File: src/hw/rtl/lspl_pkg.sv
// Package for the light sensor piecewise linearizer.
// Holds widths, the shared divider request/response structs, the state enum
// and the calibration ROM functions. No dependencies.
package lspl_pkg;

  // Field widths of the stream payloads.
  localparam int unsigned CodeW   = 10;
  localparam int unsigned VoltW   = 16;
  localparam int unsigned LuxInW  = 16;
  localparam int unsigned LuxW    = 17;
  localparam int unsigned SegW    = 6;

  // Calibration table size and defaults.
  localparam int unsigned RomDepth         = 40;
  localparam int unsigned TablePointsDflt  = 40;
  localparam logic [LuxW-1:0] LuxMax       = 17'h1FFFF;

  // Voltage scaling: v = round(code * 40960 / 1023).
  localparam logic [VoltW-1:0] AdcFull     = 16'd1023;
  localparam logic [VoltW-1:0] AdcHalf     = 16'd511;

  // Divider widths.
  localparam int unsigned DivW    = 36;  // dividend and quotient
  localparam int unsigned DvsW    = 17;  // divisor and remainder
  localparam int unsigned DivCntW = 6;

  // Interpolation arithmetic widths.
  localparam int unsigned DiffW = 17;    // signed difference of two table values
  localparam int unsigned ProdW = 34;    // signed product of two differences
  localparam int unsigned NumW  = 37;    // signed rounding numerator

  typedef struct packed {
    logic              start;
    logic [DivW-1:0]   dividend;
    logic [DvsW-1:0]   divisor;
  } div_req_t;

  typedef struct packed {
    logic              busy;
    logic              done;
    logic [DivW-1:0]   quotient;
    logic [DvsW-1:0]   remainder;
  } div_rsp_t;

  typedef enum logic [3:0] {
    ST_IDLE,
    ST_SCALE,
    ST_SEARCH,
    ST_LOAD0,
    ST_LOAD1,
    ST_MUL,
    ST_NUM,
    ST_ISTART,
    ST_IWAIT,
    ST_SUM
  } lspl_state_e;

  // Breakpoint voltages, unsigned Q3.13.
  function automatic logic [VoltW-1:0] volt_rom(input logic [SegW-1:0] addr);
    logic [VoltW-1:0] val;
    unique case (addr)
      6'd0:  val = 16'd57;
      6'd1:  val = 16'd74;
      6'd2:  val = 16'd98;
      6'd3:  val = 16'd131;
      6'd4:  val = 16'd172;
      6'd5:  val = 16'd229;
      6'd6:  val = 16'd303;
      6'd7:  val = 16'd401;
      6'd8:  val = 16'd524;
      6'd9:  val = 16'd696;
      6'd10: val = 16'd918;
      6'd11: val = 16'd1204;
      6'd12: val = 16'd1589;
      6'd13: val = 16'd2073;
      6'd14: val = 16'd2712;
      6'd15: val = 16'd3514;
      6'd16: val = 16'd4538;
      6'd17: val = 16'd5808;
      6'd18: val = 16'd7356;
      6'd19: val = 16'd9208;
      6'd20: val = 16'd11370;
      6'd21: val = 16'd13812;
      6'd22: val = 16'd16474;
      6'd23: val = 16'd19276;
      6'd24: val = 16'd22110;
      6'd25: val = 16'd24871;
      6'd26: val = 16'd27451;
      6'd27: val = 16'd29778;
      6'd28: val = 16'd31818;
      6'd29: val = 16'd33546;
      6'd30: val = 16'd34972;
      6'd31: val = 16'd36135;
      6'd32: val = 16'd37061;
      6'd33: val = 16'd37798;
      6'd34: val = 16'd38363;
      6'd35: val = 16'd38806;
      6'd36: val = 16'd39150;
      6'd37: val = 16'd39404;
      6'd38: val = 16'd39600;
      6'd39: val = 16'd39748;
      default: val = '0;
    endcase
    return val;
  endfunction

  // Breakpoint illuminances, unsigned Q8.8.
  function automatic logic [LuxInW-1:0] lux_rom(input logic [SegW-1:0] addr);
    logic [LuxInW-1:0] val;
    unique case (addr)
      6'd0:  val = 16'd26;
      6'd1:  val = 16'd31;
      6'd2:  val = 16'd37;
      6'd3:  val = 16'd44;
      6'd4:  val = 16'd53;
      6'd5:  val = 16'd64;
      6'd6:  val = 16'd77;
      6'd7:  val = 16'd92;
      6'd8:  val = 16'd110;
      6'd9:  val = 16'd132;
      6'd10: val = 16'd158;
      6'd11: val = 16'd190;
      6'd12: val = 16'd228;
      6'd13: val = 16'd274;
      6'd14: val = 16'd329;
      6'd15: val = 16'd394;
      6'd16: val = 16'd473;
      6'd17: val = 16'd568;
      6'd18: val = 16'd681;
      6'd19: val = 16'd818;
      6'd20: val = 16'd982;
      6'd21: val = 16'd1178;
      6'd22: val = 16'd1413;
      6'd23: val = 16'd1696;
      6'd24: val = 16'd2035;
      6'd25: val = 16'd2442;
      6'd26: val = 16'd2931;
      6'd27: val = 16'd3517;
      6'd28: val = 16'd4219;
      6'd29: val = 16'd5064;
      6'd30: val = 16'd6077;
      6'd31: val = 16'd7293;
      6'd32: val = 16'd8750;
      6'd33: val = 16'd10501;
      6'd34: val = 16'd12600;
      6'd35: val = 16'd15122;
      6'd36: val = 16'd18145;
      6'd37: val = 16'd21775;
      6'd38: val = 16'd26138;
      6'd39: val = 16'd31360;
      default: val = '0;
    endcase
    return val;
  endfunction

endpackage

File: src/hw/rtl/light_sensor_piecewise_linearizer_core.sv
// Top level of the light sensor piecewise linearizer: sequencer, table
// search and interpolation datapath. Depends on lspl_pkg and lspl_div.
//
//   Channel  Dir  Fields (from bit 0 up)
//   s_axis   in   tdata: adc_code[9:0], zero pad to 16 bits
//   m_axis   out  tdata: lux_level[16:0], segment_index[22:17], pad to 24 bits
//                 tuser: extrapolated
//
// The time from one input transfer to the next possible one grows with k,
// the search steps (1 .. number of breakpoints in use); a flat segment
// skips the divide. The time is set by the bit-serial divider (36 steps
// for the interpolation) and the search that reads one breakpoint a cycle.
// Reset returns the sequencer to idle and empties the output register. A
// stalled result waits in the output register while the next input item is
// taken; that item then holds in its last step until the output register
// is free.
module light_sensor_piecewise_linearizer_core
  import lspl_pkg::*;
#(
  parameter int unsigned TABLE_POINTS = TablePointsDflt
) (
  input  logic        clk_i,
  input  logic        rst_ni,
  input  logic        s_axis_tvalid,
  output logic        s_axis_tready,
  input  logic [15:0] s_axis_tdata,   // adc_code[9:0]
  output logic        m_axis_tvalid,
  input  logic        m_axis_tready,
  output logic [23:0] m_axis_tdata,   // lux_level[16:0], segment_index[22:17]
  output logic        m_axis_tuser    // extrapolated
);

  localparam int unsigned PointsUsed =
      (TABLE_POINTS < RomDepth) ? ((TABLE_POINTS < 2) ? 2 : TABLE_POINTS) : RomDepth;
  localparam logic [SegW-1:0] LastIdx = SegW'(PointsUsed - 1);

  lspl_state_e state_q, state_d;

  div_req_t div_req;
  div_rsp_t div_rsp;

  logic [CodeW-1:0]        code_q;
  logic [VoltW-1:0]        volt_q;
  logic [SegW-1:0]         idx_q;
  logic [SegW-1:0]         seg_q;
  logic                    hi_q, lo_q;
  logic [VoltW-1:0]        v0_q, v1_q;
  logic [LuxInW-1:0]       l0_q, l1_q;
  logic signed [ProdW-1:0] prod_q;
  logic signed [DiffW-1:0] den_q;
  logic                    flat_q;
  logic                    nneg_q;
  logic [DivW-1:0]         nmag_q;
  logic signed [NumW-1:0]  quo_q;
  logic                    out_valid_q;
  logic [LuxW-1:0]         out_lux_q;
  logic [SegW-1:0]         out_seg_q;
  logic                    out_ext_q;

  logic [SegW-1:0]         rom_addr;
  logic [VoltW-1:0]        rom_v;
  logic [LuxInW-1:0]       rom_l;
  logic [VoltW-1:0]        code40;
  logic [VoltW-1:0]        scale_num;
  logic [VoltW-1:0]        scale_rem;
  logic [VoltW-1:0]        scale_quo;
  logic                    search_lt;
  logic                    search_end;
  logic signed [DiffW-1:0] dv, dl, den_raw;
  logic [VoltW-1:0]        den_abs;
  logic signed [ProdW:0]   num_adj;
  logic signed [NumW-1:0]  num_rnd;
  logic [DivW:0]           quo_ext;
  logic signed [NumW:0]    lux_sum;
  logic [LuxW-1:0]         lux_sat;
  logic                    in_xfer;
  logic                    out_free;

  assign in_xfer  = s_axis_tvalid && s_axis_tready;
  assign out_free = !out_valid_q || m_axis_tready;

  // Calibration table read port, one address a cycle.
  always_comb begin
    case (state_q)
      ST_LOAD0: rom_addr = seg_q;
      ST_LOAD1: rom_addr = seg_q + 1'b1;
      default:  rom_addr = idx_q;
    endcase
  end
  assign rom_v = volt_rom(rom_addr);
  assign rom_l = lux_rom(rom_addr);

  // Scaled code: code * 40 as shift and add, plus the rounded fraction
  // round(code * 40 / 1023).
  assign code40 = {1'b0, code_q, 5'b0} + {3'b0, code_q, 3'b0};

  // Divide by 1023 as a divide by 1024 with one correction step: the
  // quotient is at most 40, so the leftover stays below twice the divisor.
  assign scale_num = code40 + AdcHalf;
  assign scale_rem = {6'b0, scale_num[9:0]} + {10'b0, scale_num[15:10]};
  assign scale_quo = (scale_rem >= AdcFull) ? {10'b0, scale_num[15:10]} + 16'd1
                                            : {10'b0, scale_num[15:10]};

  // Downward search step: move on while the voltage lies below the entry.
  assign search_lt  = volt_q < rom_v;
  assign search_end = (idx_q == '0) || !search_lt;

  // Interpolation operands.
  assign dv      = $signed({1'b0, volt_q}) - $signed({1'b0, v0_q});
  assign dl      = $signed({1'b0, l1_q}) - $signed({1'b0, l0_q});
  assign den_raw = $signed({1'b0, v1_q}) - $signed({1'b0, v0_q});

  // Rounding numerator 2*num + den with a positive denominator.
  always_comb begin
    logic [DiffW-1:0] den_tmp;
    den_tmp = den_q[DiffW-1] ? DiffW'(-den_q) : DiffW'(den_q);
    den_abs = den_tmp[VoltW-1:0];
    num_adj = den_q[DiffW-1] ? -(ProdW+1)'(prod_q) : (ProdW+1)'(prod_q);
    num_rnd = (NumW'(num_adj) <<< 1) + $signed({{(NumW-VoltW){1'b0}}, den_abs});
  end

  // Floor quotient: a negative numerator rounds away from zero on a remainder.
  always_comb begin
    quo_ext = {1'b0, div_rsp.quotient};
    if (nneg_q) begin
      quo_ext = (div_rsp.remainder != '0) ? ~quo_ext : (~quo_ext + 1'b1);
    end
  end

  // Final sum with clamp at zero and saturation at the field maximum.
  always_comb begin
    lux_sum = $signed({{(NumW+1-LuxInW){1'b0}}, l0_q}) + (NumW+1)'(quo_q);
    if (lux_sum < 0) begin
      lux_sat = '0;
    end else if (lux_sum > $signed({{(NumW+1-LuxW){1'b0}}, LuxMax})) begin
      lux_sat = LuxMax;
    end else begin
      lux_sat = lux_sum[LuxW-1:0];
    end
  end

  // Sequencer next state.
  always_comb begin
    state_d = state_q;
    unique case (state_q)
      ST_IDLE:   if (in_xfer) state_d = ST_SCALE;
      ST_SCALE:  state_d = ST_SEARCH;
      ST_SEARCH: if (search_end) state_d = ST_LOAD0;
      ST_LOAD0:  state_d = ST_LOAD1;
      ST_LOAD1:  state_d = ST_MUL;
      ST_MUL:    state_d = ST_NUM;
      ST_NUM:    state_d = (den_q == '0) ? ST_SUM : ST_ISTART;
      ST_ISTART: state_d = ST_IWAIT;
      ST_IWAIT:  if (div_rsp.done) state_d = ST_SUM;
      ST_SUM:    if (out_free) state_d = ST_IDLE;
      default:   state_d = ST_IDLE;
    endcase
  end

  // Sequencer outputs: input handshake and divider commands.
  always_comb begin
    s_axis_tready    = 1'b0;
    div_req.start    = 1'b0;
    div_req.dividend = '0;
    div_req.divisor  = '0;
    unique case (state_q)
      ST_IDLE: s_axis_tready = 1'b1;
      ST_ISTART: begin
        div_req.start    = 1'b1;
        div_req.dividend = nmag_q;
        div_req.divisor  = {den_abs, 1'b0};
      end
      default: ;
    endcase
  end

  lspl_div u_div (
    .clk_i  (clk_i),
    .rst_ni (rst_ni),
    .req_i  (div_req),
    .rsp_o  (div_rsp)
  );

  // Control registers.
  always_ff @(posedge clk_i or negedge rst_ni) begin
    if (!rst_ni) begin
      state_q     <= ST_IDLE;
      out_valid_q <= 1'b0;
    end else begin
      state_q <= state_d;
      if (state_q == ST_SUM && out_free) begin
        out_valid_q <= 1'b1;
      end else if (m_axis_tready) begin
        out_valid_q <= 1'b0;
      end
    end
  end

  // Datapath registers.
  always_ff @(posedge clk_i) begin
    case (state_q)
      ST_IDLE: begin
        if (in_xfer) code_q <= s_axis_tdata[CodeW-1:0];
      end
      ST_SCALE: begin
        volt_q <= code40 + scale_quo;
        idx_q  <= LastIdx;
      end
      ST_SEARCH: begin
        if (idx_q == LastIdx) hi_q <= volt_q > rom_v;
        if (search_end) begin
          seg_q <= (idx_q < LastIdx) ? idx_q : LastIdx - 1'b1;
          lo_q  <= (idx_q == '0) && search_lt;
        end else begin
          idx_q <= idx_q - 1'b1;
        end
      end
      ST_LOAD0: begin
        v0_q <= rom_v;
        l0_q <= rom_l;
      end
      ST_LOAD1: begin
        v1_q <= rom_v;
        l1_q <= rom_l;
      end
      ST_MUL: begin
        prod_q <= dv * dl;
        den_q  <= den_raw;
      end
      ST_NUM: begin
        flat_q <= den_q == '0;
        nneg_q <= num_rnd < 0;
        nmag_q <= (num_rnd < 0) ? DivW'(-num_rnd) : DivW'(num_rnd);
        quo_q  <= '0;
      end
      ST_IWAIT: begin
        if (div_rsp.done) quo_q <= NumW'(quo_ext);
      end
      ST_SUM: begin
        if (out_free) begin
          out_lux_q <= lux_sat;
          out_seg_q <= seg_q;
          out_ext_q <= hi_q || lo_q;
        end
      end
      default: ;
    endcase
  end

  assign m_axis_tvalid = out_valid_q;
  assign m_axis_tdata  = {1'b0, out_seg_q, out_lux_q};
  assign m_axis_tuser  = out_ext_q;

  // The segment of a result lies inside the table.
  assert property (@(posedge clk_i) disable iff (!rst_ni)
      m_axis_tvalid |-> out_seg_q <= LastIdx - 1'b1)
    else $error("linearizer: segment index outside the table");

  // Extrapolation only happens on the bottom or top segment.
  assert property (@(posedge clk_i) disable iff (!rst_ni)
      (m_axis_tvalid && out_ext_q) |-> (out_seg_q == '0 || out_seg_q == LastIdx - 1'b1))
    else $error("linearizer: extrapolation on an inner segment");

  // While waiting on the divider, a divide is really in flight.
  assert property (@(posedge clk_i) disable iff (!rst_ni)
      state_q == ST_IWAIT |-> (div_rsp.busy || div_rsp.done))
    else $error("linearizer: waiting on an idle divider");

  // A flat segment never reaches the interpolation divide.
  assert property (@(posedge clk_i) disable iff (!rst_ni)
      state_q == ST_ISTART |-> !flat_q)
    else $error("linearizer: divide started on a flat segment");

endmodule

File: src/hw/rtl/lspl_div.sv
// Bit-serial restoring divider of the linearizer.
// Depends on lspl_pkg for widths and the request/response structs.
module lspl_div
  import lspl_pkg::*;
(
  input  logic     clk_i,
  input  logic     rst_ni,
  input  div_req_t req_i,
  output div_rsp_t rsp_o
);

  logic               busy_q, busy_d;
  logic               done_q, done_d;
  logic [DivCntW-1:0] cnt_q, cnt_d;
  logic [DivW-1:0]    acc_q, acc_d;
  logic [DvsW-1:0]    rem_q, rem_d;
  logic [DvsW-1:0]    dvs_q, dvs_d;
  logic [DvsW:0]      shifted;
  logic [DvsW:0]      trial;
  logic               fits;

  // One quotient bit per cycle: shift the next dividend bit into the
  // partial remainder and subtract the divisor where it fits.
  assign shifted = {rem_q, acc_q[DivW-1]};
  assign trial   = shifted - {1'b0, dvs_q};
  assign fits    = shifted >= {1'b0, dvs_q};

  always_comb begin
    busy_d = busy_q;
    done_d = 1'b0;
    cnt_d  = cnt_q;
    acc_d  = acc_q;
    rem_d  = rem_q;
    dvs_d  = dvs_q;
    if (req_i.start) begin
      busy_d = 1'b1;
      rem_d  = '0;
      dvs_d  = req_i.divisor;
      acc_d  = req_i.dividend;
      cnt_d  = DivCntW'(DivW);
    end else if (busy_q) begin
      acc_d = {acc_q[DivW-2:0], fits};
      rem_d = fits ? trial[DvsW-1:0] : shifted[DvsW-1:0];
      cnt_d = cnt_q - 1'b1;
      if (cnt_q == DivCntW'(1)) begin
        busy_d = 1'b0;
        done_d = 1'b1;
      end
    end
  end

  // Control state.
  always_ff @(posedge clk_i or negedge rst_ni) begin
    if (!rst_ni) begin
      busy_q <= 1'b0;
      done_q <= 1'b0;
      cnt_q  <= '0;
    end else begin
      busy_q <= busy_d;
      done_q <= done_d;
      cnt_q  <= cnt_d;
    end
  end

  // Operand and result registers.
  always_ff @(posedge clk_i) begin
    acc_q <= acc_d;
    rem_q <= rem_d;
    dvs_q <= dvs_d;
  end

  assign rsp_o.busy      = busy_q;
  assign rsp_o.done      = done_q;
  assign rsp_o.quotient  = acc_q;
  assign rsp_o.remainder = rem_q;

  // A new divide is only started while the unit is free.
  assert property (@(posedge clk_i) disable iff (!rst_ni) req_i.start |-> !busy_q)
    else $error("lspl_div: start while busy");

  // The done pulse lasts one cycle and follows the last step.
  assert property (@(posedge clk_i) disable iff (!rst_ni) done_q |-> !busy_q && $past(busy_q))
    else $error("lspl_div: done without a finished divide");

  // The final remainder is below the divisor.
  assert property (@(posedge clk_i) disable iff (!rst_ni) done_q |-> rem_q < dvs_q)
    else $error("lspl_div: remainder not reduced");

endmodule

File: config.mk
export PLATFORM = sky130hd
export DESIGN_NAME = light_sensor_piecewise_linearizer_core
export DESIGN_NICKNAME = d
export VERILOG_FILES = /design/src/hw/rtl/lspl_pkg.sv /design/src/hw/rtl/light_sensor_piecewise_linearizer_core.sv /design/src/hw/rtl/lspl_div.sv
export SDC_FILE = /design/constraint.sdc
export NUM_CORES = 2
export LEC_CHECK = 0
export BUFFER_PORTS_ARGS = -buffer_cell sky130_fd_sc_hd__buf_2
export CAP_MARGIN = 25
export CORE_UTILIZATION = 40
export DETAILED_ROUTE_END_ITERATION = 10
export HOLD_SLACK_MARGIN = 0.15
export PLACE_DENSITY_LB_ADDON = 0.15
export SYNTH_ARGS = -nofsm -noshare
export SYNTH_HDL_FRONTEND = slang
export SYNTH_SLANG_ARGS = --single-unit
export TNS_END_PERCENT = 100
File: constraint.sdc
create_clock -name clk_i -period 26.1 [get_ports clk_i]
set_clock_uncertainty 0.15 [all_clocks]
set_input_delay 5.22 -clock clk_i [delete_from_list [all_inputs] [get_ports clk_i]]
set_output_delay 5.22 -clock clk_i [all_outputs]
set_load 0.01 [all_outputs]
After elaboration in Yosys (flattened, before gate mapping)
Memory sizes are Yosys's and may differ from the RTL's.
Cells that the tools add are included.
{"block": "word_totals", "mem_bits_ro": 1984, "regBits": 336, "in_bits": 20, "mem_count": 2, "wordCells": 129}
{"block": "classes", "bitwise": 1, "mul": 1, "addsub": 18, "reduce_logical": 23, "magnitude_cmp": 8, "mux": 33, "eq_ne": 16}
{"memory": "(no name shown)", "words": 64, "word_bits": 16, "rd": 1, "rd_ports_with_merged_regs": 0, "wr": 0, "line_no": "lspl_pkg.sv:61", "rtl": "unique case (addr)"}
{"memory": "(no name shown)", "words": 64, "word_bits": 15, "rd": 1, "rd_ports_with_merged_regs": 0, "wr": 0, "line_no": "lspl_pkg.sv:110", "rtl": "unique case (addr)"}
{"op": "37-bit two-way mux", "n": 3}
{"op": "36-bit two-way mux", "n": 3}
{"op": "37-bit case mux with 2 select lines", "n": 1}
{"op": "54-bit two-way mux", "n": 1}
{"op": "16-bit by 16-bit subtractor with 17-bit output", "n": 3}
{"op": "4-bit case mux with 10 select lines", "n": 1}
{"op": "17-bit by 37-bit adder with 38-bit output", "n": 1}
{"op": "38-bit by 18-bit > comparator with 1-bit output, second input constant", "n": 1}
{"op": "38-bit by 1-bit less-than comparator with 1-bit output, second input constant", "n": 1}
{"op": "36-bit by 17-bit adder with 37-bit output", "n": 1}
{"op": "37-bit by 1-bit adder with 37-bit output, second input constant", "n": 1}
{"op": "37-bit by 1-bit less-than comparator with 1-bit output, second input constant", "n": 1}
{"op": "36-bit inverter with 37-bit output", "n": 1}
{"op": "36-bit negator", "n": 1}
{"op": "35-bit two-way mux", "n": 1}
{"op": "34-bit negator with 35-bit output", "n": 1}
{"op": "17-bit by 17-bit multiplier with 34-bit output", "n": 1}
{"op": "17-bit two-way mux", "n": 2}
{"op": "6-bit case mux with 2 select lines", "n": 2}
{"op": "4-bit two-way mux", "n": 5}
{"op": "18-bit by 17-bit >= comparator with 1-bit output", "n": 1}
{"op": "6-bit two-way mux", "n": 3}
{"op": "17-bit logical NOT", "n": 1}
{"op": "17-bit nonzero test", "n": 1}
{"op": "32 further kinds", "n": 62}

Logic depth before layout (Yosys ltp)
An unclocked memory read counts as a cell.
{"block": "logic_depth", "depth_word": 8, "mapped_depth": 37, "ltp_nobuf": 36}

Hierarchy
From an unflattened synthesis, not the netlist that was laid out.
{"block": "hier_totals", "cells_unflattened": 3622, "area_unflattened_um2": 34451.8}
{"module": "light_sensor_piecewise_linearizer_core", "seq_area_each_um2": 7662.3, "area_each_um2": 30351.6, "n_inst": 1, "cells_each": 3281}
{"module": "lspl_div", "seq_area_each_um2": 2132.0, "area_each_um2": 4100.2, "n_inst": 1, "cells_each": 341}

Worst setup path before layout
Ideal clock, no wire load.
{"block": "synth_path", "path_kind": "reg-to-reg", "start": "register volt_q[0]", "end": "register prod_q[33] (data pin)", "stages_incl_launch_ff": 34, "setup_slack_ns": 17.217, "period_less_slack_ns": 8.883, "arrival_time_ns": 8.473, "path_cell_list": "edfxtp_1 > inv_1 > ha_1 > fa_1 > nor2b_1 > o21ai_0 > nand2b_1 > a21o_1 > a21o_1 > a21oi_1 > o21ai_0 > o41ai_1 > o21a_1 > o21a_1 > clkbuf_1 > nand2_1 > fa_1 > inv_1 > fa_1 > fa_1 > fa_1 > fa_1 > inv_1 > fa_1 > inv_1 > ha_1 > a21o_1 > a21o_1 > a21oi_1 > o221ai_1 > o31ai_1 > o21ai_0 > a21oi_1 > xnor2_1"}
{"block": "synth_via", "elab_chain_cells": 2}
{"element": "from (decl)", "line_no": "light_sensor_piecewise_linearizer_core.sv:43", "rtl": "logic [VoltW-1:0] volt_q;"}
{"element": "from (signal assigned)", "line_no": "light_sensor_piecewise_linearizer_core.sv:206", "rtl": "volt_q <= code40 + scale_quo;"}
{"element": "16-bit by 16-bit subtractor with 17-bit output", "line_no": "light_sensor_piecewise_linearizer_core.sv:109", "rtl": "assign dv = $signed({1'b0, volt_q}) - $signed({1'b0, v0_q});"}
{"element": "17-bit by 17-bit multiplier with 34-bit output", "line_no": "light_sensor_piecewise_linearizer_core.sv:227", "rtl": "prod_q <= dv * dl;"}
{"element": "to (signal assigned)", "line_no": "light_sensor_piecewise_linearizer_core.sv:227"}
{"element": "to (decl)", "line_no": "light_sensor_piecewise_linearizer_core.sv:49", "rtl": "logic signed [ProdW-1:0] prod_q;"}
Every way passes these cells.
A chain may end at the register's enable or synchronous reset.

Final worst setup path
Same ends and word-level chain as after synthesis.

==> qor_table.md <==
| Group | Parameter | Value |
|---|---|---|
| placement | Final HPWL from detailed placement | 70.2 mm |
| placement | Buffers on Ports | 39 |
| status | Outcome | finished clean |
| drt | Drt total wl | 88.5 mm |
| drt | Average detailed-routed wire length per instance | 18.2 um |
| sta | Final Critical Period | 10,520 ps |
| synthesis | Count of flip-flops with a built-in enable after synthesis | 303 |
| min path | Type of the worst min-delay path | register to register |
| clock tree | Max Root-Sink Buffers | 3 |
| clock tree | Insertion delay to the later sink of the worst-skew pair | 590 ps |
| clock tree | Number of buffers added for setup after CTS | 0 |
| drt | Post-detailed-route count of antenna-violating nets | 0 |
| critical path | Type of the worst setup path | register to register |
| drt | DR DRC count | 0 |
| finish | Final #Nets | 4,262 |
| clock tree | Post-CTS Hold Buffers | 0 |
| clock tree | Count of cells resized by post-cts repair | 0 |
| floorplanning | IO Pins | 47 |
| sta | Worst slew slack as a fraction of its limit | 0.271 |
| floorplanning | Area enclosed by the die boundary | 85,700 um^2 |
| synthesis | Synth async-reset ratio | 0.0390 |
| finish | Fraction of the core area covered by cells at the end of the flow | 0.440 |
| critical path | Most prevalent standard cell on the critical path | sky130_fd_sc_hd__fa_1 |
| grt | Antenna violations before repair | 3 |
| sta | Hold Vio Cnt, Final | 0 |
| synthesis | Number of different library cells in the post-synthesis netlist | 97 |
| floorplanning | Starting density of the core | 0.404 |
| clock tree | TritonCTS clock tree | done |
| sta | Total negative slack | 0 ps |
| grt | Total routing usage reported by global routing | 0.213 |
| synthesis | Number of cells produced by synthesis | 3,667 |
| floorplanning | Number of core rows | 106 |
| finish | Most frequent standard cell in the layout excluding fill and tap cells | sky130_fd_sc_hd__inv_1 |
| placement | Post-placement setup slack | 15,490 ps |
| sta | Unrepaired setup endpoints after global routing | no |
| sta | Setup-failing EPs final | 0 |
| grt | Vias in the first global route | 25,561 |
| clock tree | Clock net sink count | 333 |
| clock tree | Clock-pin transition on the worst setup and hold timing paths | 60 ps |
| floorplanning | Die boundary width | 293 um |
| sta | Achievable clock frequency | 95.0 MHz |
| sta | Portion of the clock cycle consumed by the worst path in the final layout | 0.403 |
| drt | Number of vias after detailed routing | 25,510 |
| critical path | Delay contributed by the slowest stage of the critical path | 910 ps |
| sta | Fin. max-slew vios | 0 |
| grt | Pin count of the biggest net entering global routing | 71 |
| synthesis | Synthesized area | 33,800 um^2 |
| finish | Number of standard cells in the layout, taps in and fillers out | 4,864 |
| drt | Number of detailed-routing iterations run before antenna repair | 5 |
| sta | Worst Tran Pin Value | 1090 ps |
| floorplanning | Floorplan die height | 293 um |
| critical path | Critical-path top delay cell | sky130_fd_sc_hd__fa_1 |
| finish | Area delta synth->final | 9.02% |
| drt | Vias per cell | 5.24 |
| clock tree | Number of clock buffers inserted by TritonCTS | 40 |
| floorplanning | Placeable core region | 83,700 um^2 |
| critical path | CP Launch Type | register |
| sta | Smallest setup slack after layout | 15,580 ps |
| critical path | Required time of the critical path | 26,270 ps |
| critical path | Critical path fanouts, max | 15 |
| synthesis | Mean cell area of the mapped netlist | 9.22 um^2 |
| grt | Grt ovf | 0 |
| synthesis | Most used flip-flop cell after synthesis | sky130_fd_sc_hd__edfxtp_1 |
| placement | Placed Cells | 4,786 |
| grt | First-pass GRT wire length | 143 mm |
| finish | Commonest non-fill, non-tap cells in the layout | sky130_fd_sc_hd__inv_1, sky130_fd_sc_hd__nand2_1, sky130_fd_sc_hd__nor2_1 |
| clock tree | Root Buffer Master | sky130_fd_sc_hd__clkbuf_16 |
| drt | DRC violation total after the first TritonRoute iteration | 1,876 |
| finish | Fraction of layout instances using a drive strength above 1 | 0.0601 |
| critical path | Category of the worst setup path capture point | register |
| critical path | Arrival time reported for the critical path endpoint | 10,700 ps |
| placement | Final Wtd Congestion | 0.887 |
| synthesis | Flop and latch count out of synthesis | 333 |
| synthesis | Sequential element share of the synthesized area | 0.289 |
| job | Reported max-cap violation count | 0 |
| clock tree | Count of H-tree levels built during CTS | 2 |
| synthesis | Count of synthesis-stage warnings from yosys | 0 |
## worst max-delay path: cells and delay by family (launching register included)
kind / cells / cell delay (ps)
xor gates and xnor gates: 1 / 280
adders and majority gates: 9 / 4590
and+or+nand+nor: 3 / 370
DFF: 1 / 350
AOI/OAI and AO/OA: 15 / 4180
buffers and inverters: 4 / 340
## cell families after synthesis
logic type / count (synthesis) / synth area share
xor gates and xnor gates: 292 / 0.0759
DFF: 333 / 0.289
other: 1 / 0.000111
AOI/OAI and AO/OA: 631 / 0.122
muxes: 16 / 0.00485
and+or+nand+nor: 1240 / 0.170
buffers and inverters: 609 / 0.0681
adders and majority gates: 545 / 0.270
## through the flow
step,hold WS [ps],area [um^2]
after CTS,343,36800
final,336,36900
after floorplan,303,33800
after global placement,323,35400
after global routing,366,36900
after detailed placement,329,35500
## synth_stat cells (all sizes together), types with 34 or more instances
master / instances / area share
inv: 501 / 0.056
nand2: 426 / 0.047
nor2: 390 / 0.043
fa: 307 / 0.18
edfxtp: 303 / 0.27
ha: 238 / 0.088
xnor2: 175 / 0.045
o21ai: 157 / 0.023
a21oi: 153 / 0.023
xor2: 117 / 0.031
clkbuf: 93 / 0.010
nor3: 70 / 0.011
nand3: 57 / 0.0084
a21o: 54 / 0.012
and2: 40 / 0.0074
nand2b: 37 / 0.0068
nor2b: 37 / 0.0068
o21a: 35 / 0.0078
and3: 34 / 0.0063
## layer usage
layer,up-vias,GRT usage,part of all wire
met5,-,0,0
met4,0,0.0600,0.025
met3,119,0.0333,0.056
met2,587,0.364,0.48
met1,12430,0.278,0.44
li1,12374,-,-
## cell type report
cell class | count | area, um^2
Timing Repair Buffer | 94 | 606
Fill cell | 8292 | 46800
Clock buffer | 51 | 1110
Clock inverter | 23 | 270
Multi-Input combinational cell | 2726 | 21800
Sequential cell | 333 | 9760
Antenna cell | 1 | 2.50
Inverter | 502 | 1880
Tap cell | 1134 | 1420
## worst paths after layout
path,startpoint,end,slack [ps],cells after the start
hold / removal,den_q[0]$_DFFE_PP_,nmag_q[0]$_DFFE_PP_,340,0
min in group asynchronous,rst_ni,state_q[1]$_DFFE_PN0P_,4390,1
setup reg to reg,volt_q[0]$_DFFE_PP_,prod_q[33]$_DFFE_PP_,15580,32
setup / recovery,volt_q[0]$_DFFE_PP_,prod_q[33]$_DFFE_PP_,15580,32
max in group asynchronous,rst_ni,u_div.busy_q$_DFF_PN0_,21140,1
hold reg to reg,den_q[0]$_DFFE_PP_,nmag_q[0]$_DFFE_PP_,340,0
## flip-flops by register name, summed over array words and instances (netlist names), 16 cells and up
name and cells:
prod_q 34, v1_q 16, out_lux_q 17, den_q 17, quo_q 37, u_div.acc_q 36, v0_q 16, u_div.dvs_q 16
volt_q 16, u_div.rem_q 17, nmag_q 36
Power is not shown: default switching activity piles up to over one toggle a cycle in this logic, so the estimate is an artifact.
